$ cat src/rtl/core/pfx_eval_pkg.sv
// ----------------------------------------------------------------------------
// Postfix evaluator package
// Widths, token codes, error codes and controller states shared by the core.
// ----------------------------------------------------------------------------
`default_nettype none

package pfx_eval_pkg;

    // Stack geometry and arithmetic word width
    localparam int STACK_DEPTH = 16;
    localparam int VALUE_WIDTH = 32;
    localparam int PTR_W       = $clog2(STACK_DEPTH + 1);
    localparam int ADDR_W      = $clog2(STACK_DEPTH);
    localparam int CNT_W       = $clog2(VALUE_WIDTH);

    // Stream payload layout
    localparam int TOKEN_W     = 8;
    localparam int OUT_VALUE_W = 32;
    localparam int ERROR_W     = 2;
    localparam int M_TDATA_W   = ((OUT_VALUE_W + ERROR_W + 7) / 8) * 8;
    localparam int M_PAD_W     = M_TDATA_W - OUT_VALUE_W - ERROR_W;

    // Token codes
    localparam logic [TOKEN_W-1:0] TOK_ADD  = 8'h2B;
    localparam logic [TOKEN_W-1:0] TOK_SUB  = 8'h2D;
    localparam logic [TOKEN_W-1:0] TOK_MUL  = 8'h2A;
    localparam logic [TOKEN_W-1:0] TOK_DIV  = 8'h2F;
    localparam logic [TOKEN_W-1:0] TOK_ZERO = 8'h30;

    // Error codes
    typedef enum logic [ERROR_W-1:0] {
        ERR_NONE      = 2'd0,
        ERR_UNDERFLOW = 2'd1,
        ERR_OVERFLOW  = 2'd2,
        ERR_DIVZERO   = 2'd3
    } err_t;

    // Controller states
    typedef enum logic [5:0] {
        ST_IDLE  = 6'b000001,
        ST_EXEC  = 6'b000010,
        ST_DIV   = 6'b000100,
        ST_DIVWB = 6'b001000,
        ST_FINRD = 6'b010000,
        ST_FIN   = 6'b100000
    } state_t;

endpackage

`default_nettype wire

$ cat src/rtl/core/postfix_expression_evaluator_core.sv
// Postfix evaluator: tokens enter on the s_ stream one beat at a time and the
// operand stack lives in a synchronous memory with two read ports. An operand
// token is a write at the stack pointer. For a +, - or * token the two pops
// are read in the accept cycle and the result is computed and written back
// in the next. A / token runs the radix-2 restoring divider, one quotient bit
// per cycle, and is written back from ST_DIVWB; a divide by zero skips the
// divider. The beat marked tlast adds a final pop (read in ST_FINRD, then load
// of the result register in ST_FIN); the result waits in an output register,
// so new tokens are taken while it is unclaimed, and only a further final
// result stalls until it is taken.
// ----------------------------------------------------------------------------
// Postfix expression evaluator core
// Stack-based evaluation of character tokens with sticky error reporting.
// ----------------------------------------------------------------------------
`default_nettype none

module postfix_expression_evaluator_core (
    input  wire logic                                aclk,
    input  wire logic                                aresetn,
    // Token stream
    input  wire logic                                s_tvalid,
    output logic                                     s_tready,
    input  wire logic [pfx_eval_pkg::TOKEN_W-1:0]    s_tdata,   // [7:0] token
    input  wire logic                                s_tlast,
    // Result stream
    output logic                                     m_tvalid,
    input  wire logic                                m_tready,
    output logic [pfx_eval_pkg::M_TDATA_W-1:0]       m_tdata    // [31:0] value, [33:32] error
);

    localparam int W  = pfx_eval_pkg::VALUE_WIDTH;
    localparam int PW = pfx_eval_pkg::PTR_W;
    localparam int AW = pfx_eval_pkg::ADDR_W;
    localparam int CW = pfx_eval_pkg::CNT_W;

    // Stack memory and read data
    logic [W-1:0]  stack_mem [pfx_eval_pkg::STACK_DEPTH];
    logic [W-1:0]  rd0_reg;
    logic [W-1:0]  rd1_reg;
    logic          rd_en;
    logic [AW-1:0] rd_addr0;
    logic [AW-1:0] rd_addr1;
    logic          mem_we;
    logic [AW-1:0] mem_waddr;
    logic [W-1:0]  mem_wdata;

    // Control state
    pfx_eval_pkg::state_t state_reg, state_next;
    logic [PW-1:0]        sp_reg, sp_next;
    pfx_eval_pkg::err_t   sticky_reg, sticky_next;
    logic [pfx_eval_pkg::TOKEN_W-1:0] tok_reg;
    logic                 last_reg;

    // Divider registers
    logic [W-1:0]  dquo_reg, dquo_next;
    logic [W-1:0]  drem_reg, drem_next;
    logic [W-1:0]  ddiv_reg;
    logic [CW-1:0] dcnt_reg, dcnt_next;
    logic          dneg_reg;
    logic          div_start;

    // Output register
    logic                                  m_valid_reg, m_valid_next;
    logic [pfx_eval_pkg::OUT_VALUE_W-1:0]  m_value_reg;
    logic [pfx_eval_pkg::ERROR_W-1:0]      m_error_reg;
    logic                                  out_load;
    logic [W-1:0]                          fin_value;
    pfx_eval_pkg::err_t                    fin_error;

    // Datapath helpers
    logic          s_accept;
    logic          tok_is_op;
    logic          full;
    logic [W-1:0]  right_val;
    logic [W-1:0]  left_val;
    logic          under;
    logic [PW-1:0] sp_popped;
    logic [W-1:0]  alu_res;
    logic          div_zero;
    logic [W-1:0]  abs_left;
    logic [W-1:0]  abs_right;
    logic [W:0]    trial;
    logic [W-1:0]  div_q;

    assign s_tready  = (state_reg == pfx_eval_pkg::ST_IDLE);
    assign s_accept  = s_tvalid && s_tready;
    assign tok_is_op = (s_tdata == pfx_eval_pkg::TOK_ADD) || (s_tdata == pfx_eval_pkg::TOK_SUB)
                    || (s_tdata == pfx_eval_pkg::TOK_MUL) || (s_tdata == pfx_eval_pkg::TOK_DIV);
    assign full      = (sp_reg == PW'(pfx_eval_pkg::STACK_DEPTH));

    // Read the top two entries on an operator beat and in the final read
    assign rd_en    = (s_accept && tok_is_op) || (state_reg == pfx_eval_pkg::ST_FINRD);
    assign rd_addr0 = AW'(sp_reg - PW'(1));
    assign rd_addr1 = AW'(sp_reg - PW'(2));

    always_ff @(posedge aclk) begin
        if (mem_we) begin
            stack_mem[mem_waddr] <= mem_wdata;
        end
        if (rd_en) begin
            rd0_reg <= stack_mem[rd_addr0];
            rd1_reg <= stack_mem[rd_addr1];
        end
    end

    // Pop results with underflow substitution
    assign right_val = (sp_reg >= PW'(1)) ? rd0_reg : '1;
    assign left_val  = (sp_reg >= PW'(2)) ? rd1_reg : '1;
    assign under     = (sp_reg < PW'(2));
    assign sp_popped = under ? '0 : sp_reg - PW'(2);
    assign div_zero  = (right_val == '0);
    assign abs_left  = left_val[W-1]  ? W'(-left_val)  : left_val;
    assign abs_right = right_val[W-1] ? W'(-right_val) : right_val;

    // Add, subtract, multiply
    always_comb begin
        case (tok_reg)
            pfx_eval_pkg::TOK_ADD: alu_res = W'(left_val + right_val);
            pfx_eval_pkg::TOK_SUB: alu_res = W'(left_val - right_val);
            pfx_eval_pkg::TOK_MUL: alu_res = W'(left_val * right_val);
            default:               alu_res = '0;
        endcase
    end

    // Restoring division step
    assign trial = {drem_reg, dquo_reg[W-1]} - {1'b0, ddiv_reg};
    always_comb begin
        if (!trial[W]) begin
            drem_next = trial[W-1:0];
            dquo_next = {dquo_reg[W-2:0], 1'b1};
        end else begin
            drem_next = {drem_reg[W-2:0], dquo_reg[W-1]};
            dquo_next = {dquo_reg[W-2:0], 1'b0};
        end
        dcnt_next = dcnt_reg - CW'(1);
    end
    assign div_q = dneg_reg ? W'(-dquo_reg) : dquo_reg;

    // Final pop
    assign fin_value = (sp_reg >= PW'(1)) ? rd0_reg : '1;
    always_comb begin
        if (sticky_reg != pfx_eval_pkg::ERR_NONE) begin
            fin_error = sticky_reg;
        end else if (sp_reg == '0) begin
            fin_error = pfx_eval_pkg::ERR_UNDERFLOW;
        end else begin
            fin_error = pfx_eval_pkg::ERR_NONE;
        end
    end

    // Sequencer
    always_comb begin
        state_next   = state_reg;
        sp_next      = sp_reg;
        sticky_next  = sticky_reg;
        mem_we       = 1'b0;
        mem_waddr    = AW'(sp_reg);
        mem_wdata    = W'(s_tdata) - W'(pfx_eval_pkg::TOK_ZERO);
        div_start    = 1'b0;
        out_load     = 1'b0;
        m_valid_next = m_valid_reg && !m_tready;
        unique case (state_reg)
            pfx_eval_pkg::ST_IDLE: begin
                if (s_accept) begin
                    if (tok_is_op) begin
                        state_next = pfx_eval_pkg::ST_EXEC;
                    end else begin
                        if (full) begin
                            if (sticky_reg == pfx_eval_pkg::ERR_NONE) begin
                                sticky_next = pfx_eval_pkg::ERR_OVERFLOW;
                            end
                        end else begin
                            mem_we  = 1'b1;
                            sp_next = sp_reg + PW'(1);
                        end
                        if (s_tlast) begin
                            state_next = pfx_eval_pkg::ST_FINRD;
                        end
                    end
                end
            end
            pfx_eval_pkg::ST_EXEC: begin
                if (sticky_reg == pfx_eval_pkg::ERR_NONE) begin
                    if (under) begin
                        sticky_next = pfx_eval_pkg::ERR_UNDERFLOW;
                    end else if (tok_reg == pfx_eval_pkg::TOK_DIV && div_zero) begin
                        sticky_next = pfx_eval_pkg::ERR_DIVZERO;
                    end
                end
                if (tok_reg == pfx_eval_pkg::TOK_DIV && !div_zero) begin
                    div_start  = 1'b1;
                    sp_next    = sp_popped;
                    state_next = pfx_eval_pkg::ST_DIV;
                end else begin
                    mem_we     = 1'b1;
                    mem_waddr  = AW'(sp_popped);
                    mem_wdata  = alu_res;
                    sp_next    = sp_popped + PW'(1);
                    state_next = last_reg ? pfx_eval_pkg::ST_FINRD : pfx_eval_pkg::ST_IDLE;
                end
            end
            pfx_eval_pkg::ST_DIV: begin
                if (dcnt_reg == '0) begin
                    state_next = pfx_eval_pkg::ST_DIVWB;
                end
            end
            pfx_eval_pkg::ST_DIVWB: begin
                mem_we     = 1'b1;
                mem_wdata  = div_q;
                sp_next    = sp_reg + PW'(1);
                state_next = last_reg ? pfx_eval_pkg::ST_FINRD : pfx_eval_pkg::ST_IDLE;
            end
            pfx_eval_pkg::ST_FINRD: begin
                state_next = pfx_eval_pkg::ST_FIN;
            end
            pfx_eval_pkg::ST_FIN: begin
                // Hold until the output register is free
                if (!m_valid_reg || m_tready) begin
                    out_load     = 1'b1;
                    m_valid_next = 1'b1;
                    sp_next      = '0;
                    sticky_next  = pfx_eval_pkg::ERR_NONE;
                    state_next   = pfx_eval_pkg::ST_IDLE;
                end
            end
            default: begin
                state_next = pfx_eval_pkg::ST_IDLE;
            end
        endcase
    end

    // Control registers
    always_ff @(posedge aclk) begin
        if (!aresetn) begin
            state_reg   <= pfx_eval_pkg::ST_IDLE;
            sp_reg      <= '0;
            sticky_reg  <= pfx_eval_pkg::ERR_NONE;
            m_valid_reg <= 1'b0;
        end else begin
            state_reg   <= state_next;
            sp_reg      <= sp_next;
            sticky_reg  <= sticky_next;
            m_valid_reg <= m_valid_next;
        end
    end

    // Payload registers: token, divider, result
    always_ff @(posedge aclk) begin
        if (s_accept) begin
            tok_reg  <= s_tdata;
            last_reg <= s_tlast;
        end
        if (div_start) begin
            dquo_reg <= abs_left;
            drem_reg <= '0;
            ddiv_reg <= abs_right;
            dcnt_reg <= CW'(W - 1);
            dneg_reg <= left_val[W-1] ^ right_val[W-1];
        end else if (state_reg == pfx_eval_pkg::ST_DIV) begin
            dquo_reg <= dquo_next;
            drem_reg <= drem_next;
            dcnt_reg <= dcnt_next;
        end
        if (out_load) begin
            m_value_reg <= pfx_eval_pkg::OUT_VALUE_W'(signed'(fin_value));
            m_error_reg <= fin_error;
        end
    end

    assign m_tvalid = m_valid_reg;
    assign m_tdata  = {pfx_eval_pkg::M_PAD_W'(0), m_error_reg, m_value_reg};

endmodule

`default_nettype wire

$ cat config.mk
export PLATFORM = sky130hd
export DESIGN_NAME = postfix_expression_evaluator_core
export DESIGN_NICKNAME = d
export VERILOG_FILES = /design/src/rtl/core/pfx_eval_pkg.sv /design/src/rtl/core/postfix_expression_evaluator_core.sv
export SDC_FILE = /design/constraint.sdc
export NUM_CORES = 2
export LEC_CHECK = 0
export BUFFER_PORTS_ARGS = -buffer_cell sky130_fd_sc_hd__buf_2
export CORE_ASPECT_RATIO = 2
export CORE_UTILIZATION = 55
export CTS_CLUSTER_DIAMETER = 80
export CTS_CLUSTER_SIZE = 16
export DETAILED_ROUTE_END_ITERATION = 16
export PLACE_DENSITY = 0.71
export SYNTH_ARGS = -nofsm -noshare
export SYNTH_HDL_FRONTEND = slang
export SYNTH_SLANG_ARGS = --single-unit
$ cat constraint.sdc
create_clock -name aclk -period 14.38 [get_ports aclk]
set_input_delay 1.438 -clock aclk [delete_from_list [all_inputs] [get_ports aclk]]
set_output_delay 1.438 -clock aclk [all_outputs]
set_load 0.03 [all_outputs]
==> After elaboration in Yosys (flattened, before gate mapping) <==
Memory sizes are Yosys's and may differ from the RTL's. A register that Yosys moved wholly into a read port is not among the register bits.
Cells that the tools add are included.
{ "word_totals": {"elab_cells": 134, "mem_bits_rw": 512, "ff_bits": 159, "mem_count": 1, "in_bits": 13} }
{ "op_classes": {"add_sub_neg": 12, "bitwise_logic": 1, "n_reduce_logical": 24, "eq_ne": 25, "n_mux": 53, "n_mul": 1, "n_lt_le_gt_ge": 3} }
{ "mem_list": {"columns": ["name", "depth", "word_bits", "rd", "rd_ports_with_merged_regs", "wr", "line_no", "rtl"], "rows": [
  ["stack_mem", 16, 32, 2, 2, 1, "postfix_expression_evaluator_core.sv:37", "logic [W-1:0] stack_mem [pfx_eval_pkg::STACK_DEPTH];"]
]} }
{ "ops": {"columns": ["cell", "n"], "rows": [
  ["32-bit 2-to-1 mux", 8],
  ["32-bit negator", 3],
  ["32-bit case mux with 3 select lines", 1],
  ["8-bit by 6-bit == test with 1-bit output, second input constant", 8],
  ["32-bit case mux with 2 select lines", 1],
  ["5-bit 2-to-1 mux", 8],
  ["6-bit case mux with 6 select lines", 1],
  ["33-bit by 32-bit subtractor with 33-bit output", 1],
  ["32-bit adder", 1],
  ["32-bit logical NOT", 1],
  ["32-bit by 32-bit multiplier with 32-bit output", 1],
  ["32-bit subtractor", 1],
  ["31-bit 2-to-1 mux", 1],
  ["6-bit 2-to-1 mux", 5],
  ["5-bit case mux with 4 select lines", 1],
  ["2-bit 2-to-1 mux", 9],
  ["1-bit 2-to-1 mux", 14],
  ["5-bit by 1-bit adder with 5-bit output, second input constant", 2],
  ["5-bit logical NOT", 2],
  ["2-bit inequality test, second input constant", 5],
  ["8-bit by 6-bit subtractor with 9-bit output, second input constant", 1],
  ["4-bit 2-to-1 mux", 2],
  ["8-bit AND reduction", 1],
  ["6-bit by 1-bit == test with 1-bit output, second input constant", 1],
  ["other kinds (27)", 40]
]} }

==> Longest topological paths before layout <==
{ "logic_depth": {"depth_word": 9, "ltp_mapped": 39, "ltp_nobuf": 32} }

==> Least setup slack after synthesis <==
No wires, ideal clock.
{ "synth_path": {"path_type": "register -> register", "start": "reg sp_reg[0]", "end": "mem stack_mem[0][31] (netlist bit), data pin", "stages_incl_launch_ff": 39, "setup_slack_ps": 4259, "t_arrival_ps": 9818, "synth_period_minus_slack_ps": 10121, "path_buffers": 7, "setup_time_ps": 303, "path_cell_list": "dfxtp_1 > buf_2 > clkbuf_1 > buf_1 > clkbuf_1 > inv_1 > ha_1 > a21oi_4 > buf_6 > buf_2 > nor2_1 > inv_1 > clkbuf_1 > nand2_1 > fa_1 > inv_1 > fa_1 > fa_1 > (+3 left out) > fa_1 > inv_1 > fa_1 > inv_1 > fa_1 > fa_1 > ha_1 > a21o_1 > a21o_1 > a21o_1 > a21oi_1 > o21ai_0 > a21o_1 > a41oi_1 > o21ai_0 > xnor2_1 > o211a_1 > a32oi_1"} }
{ "synth_between": {"elab_chain_cells": 7} }
{ "synth_rtl": {"columns": ["item", "line_no", "rtl"], "rows": [
  ["from (decl)", "postfix_expression_evaluator_core.sv:49", "logic [PW-1:0] sp_reg, sp_next;"],
  ["from (signal assigned)", "postfix_expression_evaluator_core.sv:241", "sp_reg <= sp_next;"],
  ["parallel branches: the longest is 5 deep, another holds 32-bit by 32-bit multiplier with 32-bit output", null, null],
  ["32-bit 2-to-1 mux (*)", "postfix_expression_evaluator_core.sv:190", "if (tok_reg == pfx_eval_pkg::TOK_DIV && !div_zero) begin"],
  ["32-bit case mux with 2 select lines (*)", "postfix_expression_evaluator_core.sv:162", "unique case (state_reg)"],
  ["net mem_wdata[31]", "postfix_expression_evaluator_core.sv:45", "logic [W-1:0] mem_wdata;"],
  ["to (decl)", "postfix_expression_evaluator_core.sv:37", null]
]} }
Mark *: on every way through the listed nets, which the timed path passes.

==> Worst setup path in the final report <==
{ "layout_path": {"start": "reg sp_reg[1]", "end": "mem stack_mem[7][31] (netlist bit), data pin"} }
The elaborated chain is that of the path after synthesis.

==> metrics.txt <==
outcome=completed; Final Critical Period=roughly 12 ns; Max FO, Critical Path=between 40 and 50; CTS H-tree lvls=2; clk slew on worst S/H paths=0.07 ns; Die ar.=just under 100,000 µm²; Final HPWL DP=128,000 µm; xor/xnor share of the synthesized area=3.98%; Final Wtd Congestion=1.06; simple logic cell fraction of the synthesized area=between 8 and 9%; post-synthesis sequential area ratio=40.3%; pin count of the biggest net entering global routing=about 120; Compound-Gate Fraction of Synth Area=7.23%; hold depth=2; # resized after CTS=0; Worst setup SP type=register; CTS Buf Count=between 50 and 60; Synth cell types=95; Vias=between 30,000 and 40,000; num rows=161; adder and majority gate portion of the synthesized area=about a fifth; worst skew pair latency=0.71 ns; first-pass GRT wire length=between 200,000 and 300,000 µm; worst-case reg-to-reg path depth=28; dpl cell area=approximately 56,000 µm²; number of flip-flops in the largest register=512; Setup Viol. Count Final=0; ys flop type=edfxtp_1; I/O pin total=55; CTS tree=built; Final period util=85.2%; share of layout cells above drive strength 1=about 15%; TNS Setup=0 ns; Achievable Freq=around 82 MHz; Port Buf Inserts=48; largest reg by FF count=stack_mem; ys async rst share=0%; main combinational cell family by area after synthesis=adder cells; hold endpoint=drem_reg[1]; Starting DRT DRC Count=approximately 4,000; quantity of hold-fixing buffers added after cts=0; hold_sp=drem_reg[1]; DRC Markers=0; Syn Std Cell Area=53,500 µm²; total gr overflow=0; Register Area=21,600 µm²; worst path arrival time=about 13 ns; final net count=~5,000; antenna-violating nets left=0; CP max stage delay=0.92 ns; critical path type=reg2reg; Clock Skew=about 0.054 ns; reg2reg end=stack_mem[7][31]; fill count=7,655; RSZ-0062 raised after global routing=false; Die Span Y=443 µm; cell area after layout=57,200 µm²; EDFF count, synth=684; syn_area_per_cell=around 12 µm²; R2R Setup Slk=between 2 and 2.5 ns; clk sink count=~740; pins over their slew limit=0; Pre-antenna DRT Iters=6; multiplexer area fraction after synthesis=14.2%; Cells after Synth=roughly 4,400; max-cap violation count=0; cell repeated most along the worst path=fa_1; synthesis-stage register bit count=about 740; gr usage total=between 30% and 40%; Post-CTS Setup Bufs=0; vias in the first global route=about 40,000; Slew @ Worst Pin=~1.4 ns; Clock Tree Root=clkbuf_16; yosys warns=0; DR vias/cell=6.72; initial antenna violation count=10; WL/cell=32.3 µm; worst path required time=14.67 ns; Slew headroom=about 4.3%; Area Overhead vs Synth=6.88%; worst r2r src=sp_reg[1]; core footprint=about 96,000 µm²; Crit-path slowest cell=a32oi_1; initial core utilization=~56%; Bufs on Longest Clock Path=3; Multi-input gate area=a little under 30,000 µm²; WL final=around 180,000 µm; hold crit path type=reg2reg; crit path capture type=register; DIE WIDTH=roughly 220 µm; Core Util, Final=between 50% and 60%; most common cell after layout, fill and taps aside=edfxtp_1; most frequent cells in the layout=684 x edfxtp_1, 492 x inv_1, 466 x nor2_1; Hold Vio Cnt, Final=0
cell families after synthesis:
logic type	Yosys count
AND/OR/NAND/NOR	1092
flip-flops	735
buffers and inverters	744
XOR/XNOR	236
multiplexers	361
other	1
AO/OA/AOI/OAI	596
adder cells (fa/ha/maj)	613
worst max-delay path by stage:
stage | from | to | cells past startpoint
floorplan | sp_reg[0] | stack_mem[0][31] | 38
global placement | sp_reg[1] | stack_mem[3][31] | 32
detailed placement | sp_reg[1] | stack_mem[3][31] | 28
CTS | sp_reg[1] | stack_mem[9][31] | 28
global route | sp_reg[1] | stack_mem[9][31] | 28
finish | sp_reg[1] | stack_mem[7][31] | 28
worst max-delay path, delay by kind of cell (launching register included):
family                     cells  cell delay, ns
DFF                            1            0.81
xor gates and xnor gates       1            0.18
and+or+nand+nor                6            1.84
buffers and inverters          4            1.54
adders and majority gates     10            4.96
AOI/OAI and AO/OA              7            2.38
cells in the mapped netlist, drive strengths merged, types with 31 or more instances:
cell type / count / area share, %
inv: 496 / 3.5
mux4: 320 / 13
clkbuf: 169 / 1.2
xor2: 69 / 1.1
ha: 201 / 4.7
edfxtp: 684 / 38
a21o: 47 / 0.66
mux2i: 37 / 0.69
dfxtp: 51 / 1.9
xnor2: 163 / 2.7
nor3: 40 / 0.38
buf: 63 / 0.57
nand2: 341 / 2.4
nor2: 491 / 3.5
nand3: 60 / 0.56
fa: 410 / 15
a21oi: 127 / 1.2
o31ai: 38 / 0.53
o21ai: 184 / 1.7
a31oi: 31 / 0.44
per-layer routing:
metal	track usage, %	share of wire [%]
met2	64.0	50
met4	34.9	11
met5	0	0.042
met1	38.7	30
met3	8.55	8.8
stage by stage:
step                cells  hold slack (ns)  worst slack (ns)
global route         5639            0.529              1.75
CTS                  5639            0.496              2.41
finish               5642            0.496              2.13
floorplan            4383            0.464              4.26
global placement     5556            0.475              2.64
detailed placement   5556            0.485              2.49
area by class of cell:
class                   count  share of cell area (%)
well taps                1222                    2.67
clock buffers              75                    2.46
repair buffers            183                    2.21
multi-input cells        2904                    51.4
clock inverters             8                   0.179
flip-flops and latches    735                    37.7
inverters                 512                    3.36
diodes                      3                  0.0131
Power is not shown: default switching activity piles up to over one toggle a cycle in this logic, so the estimate is an artifact.
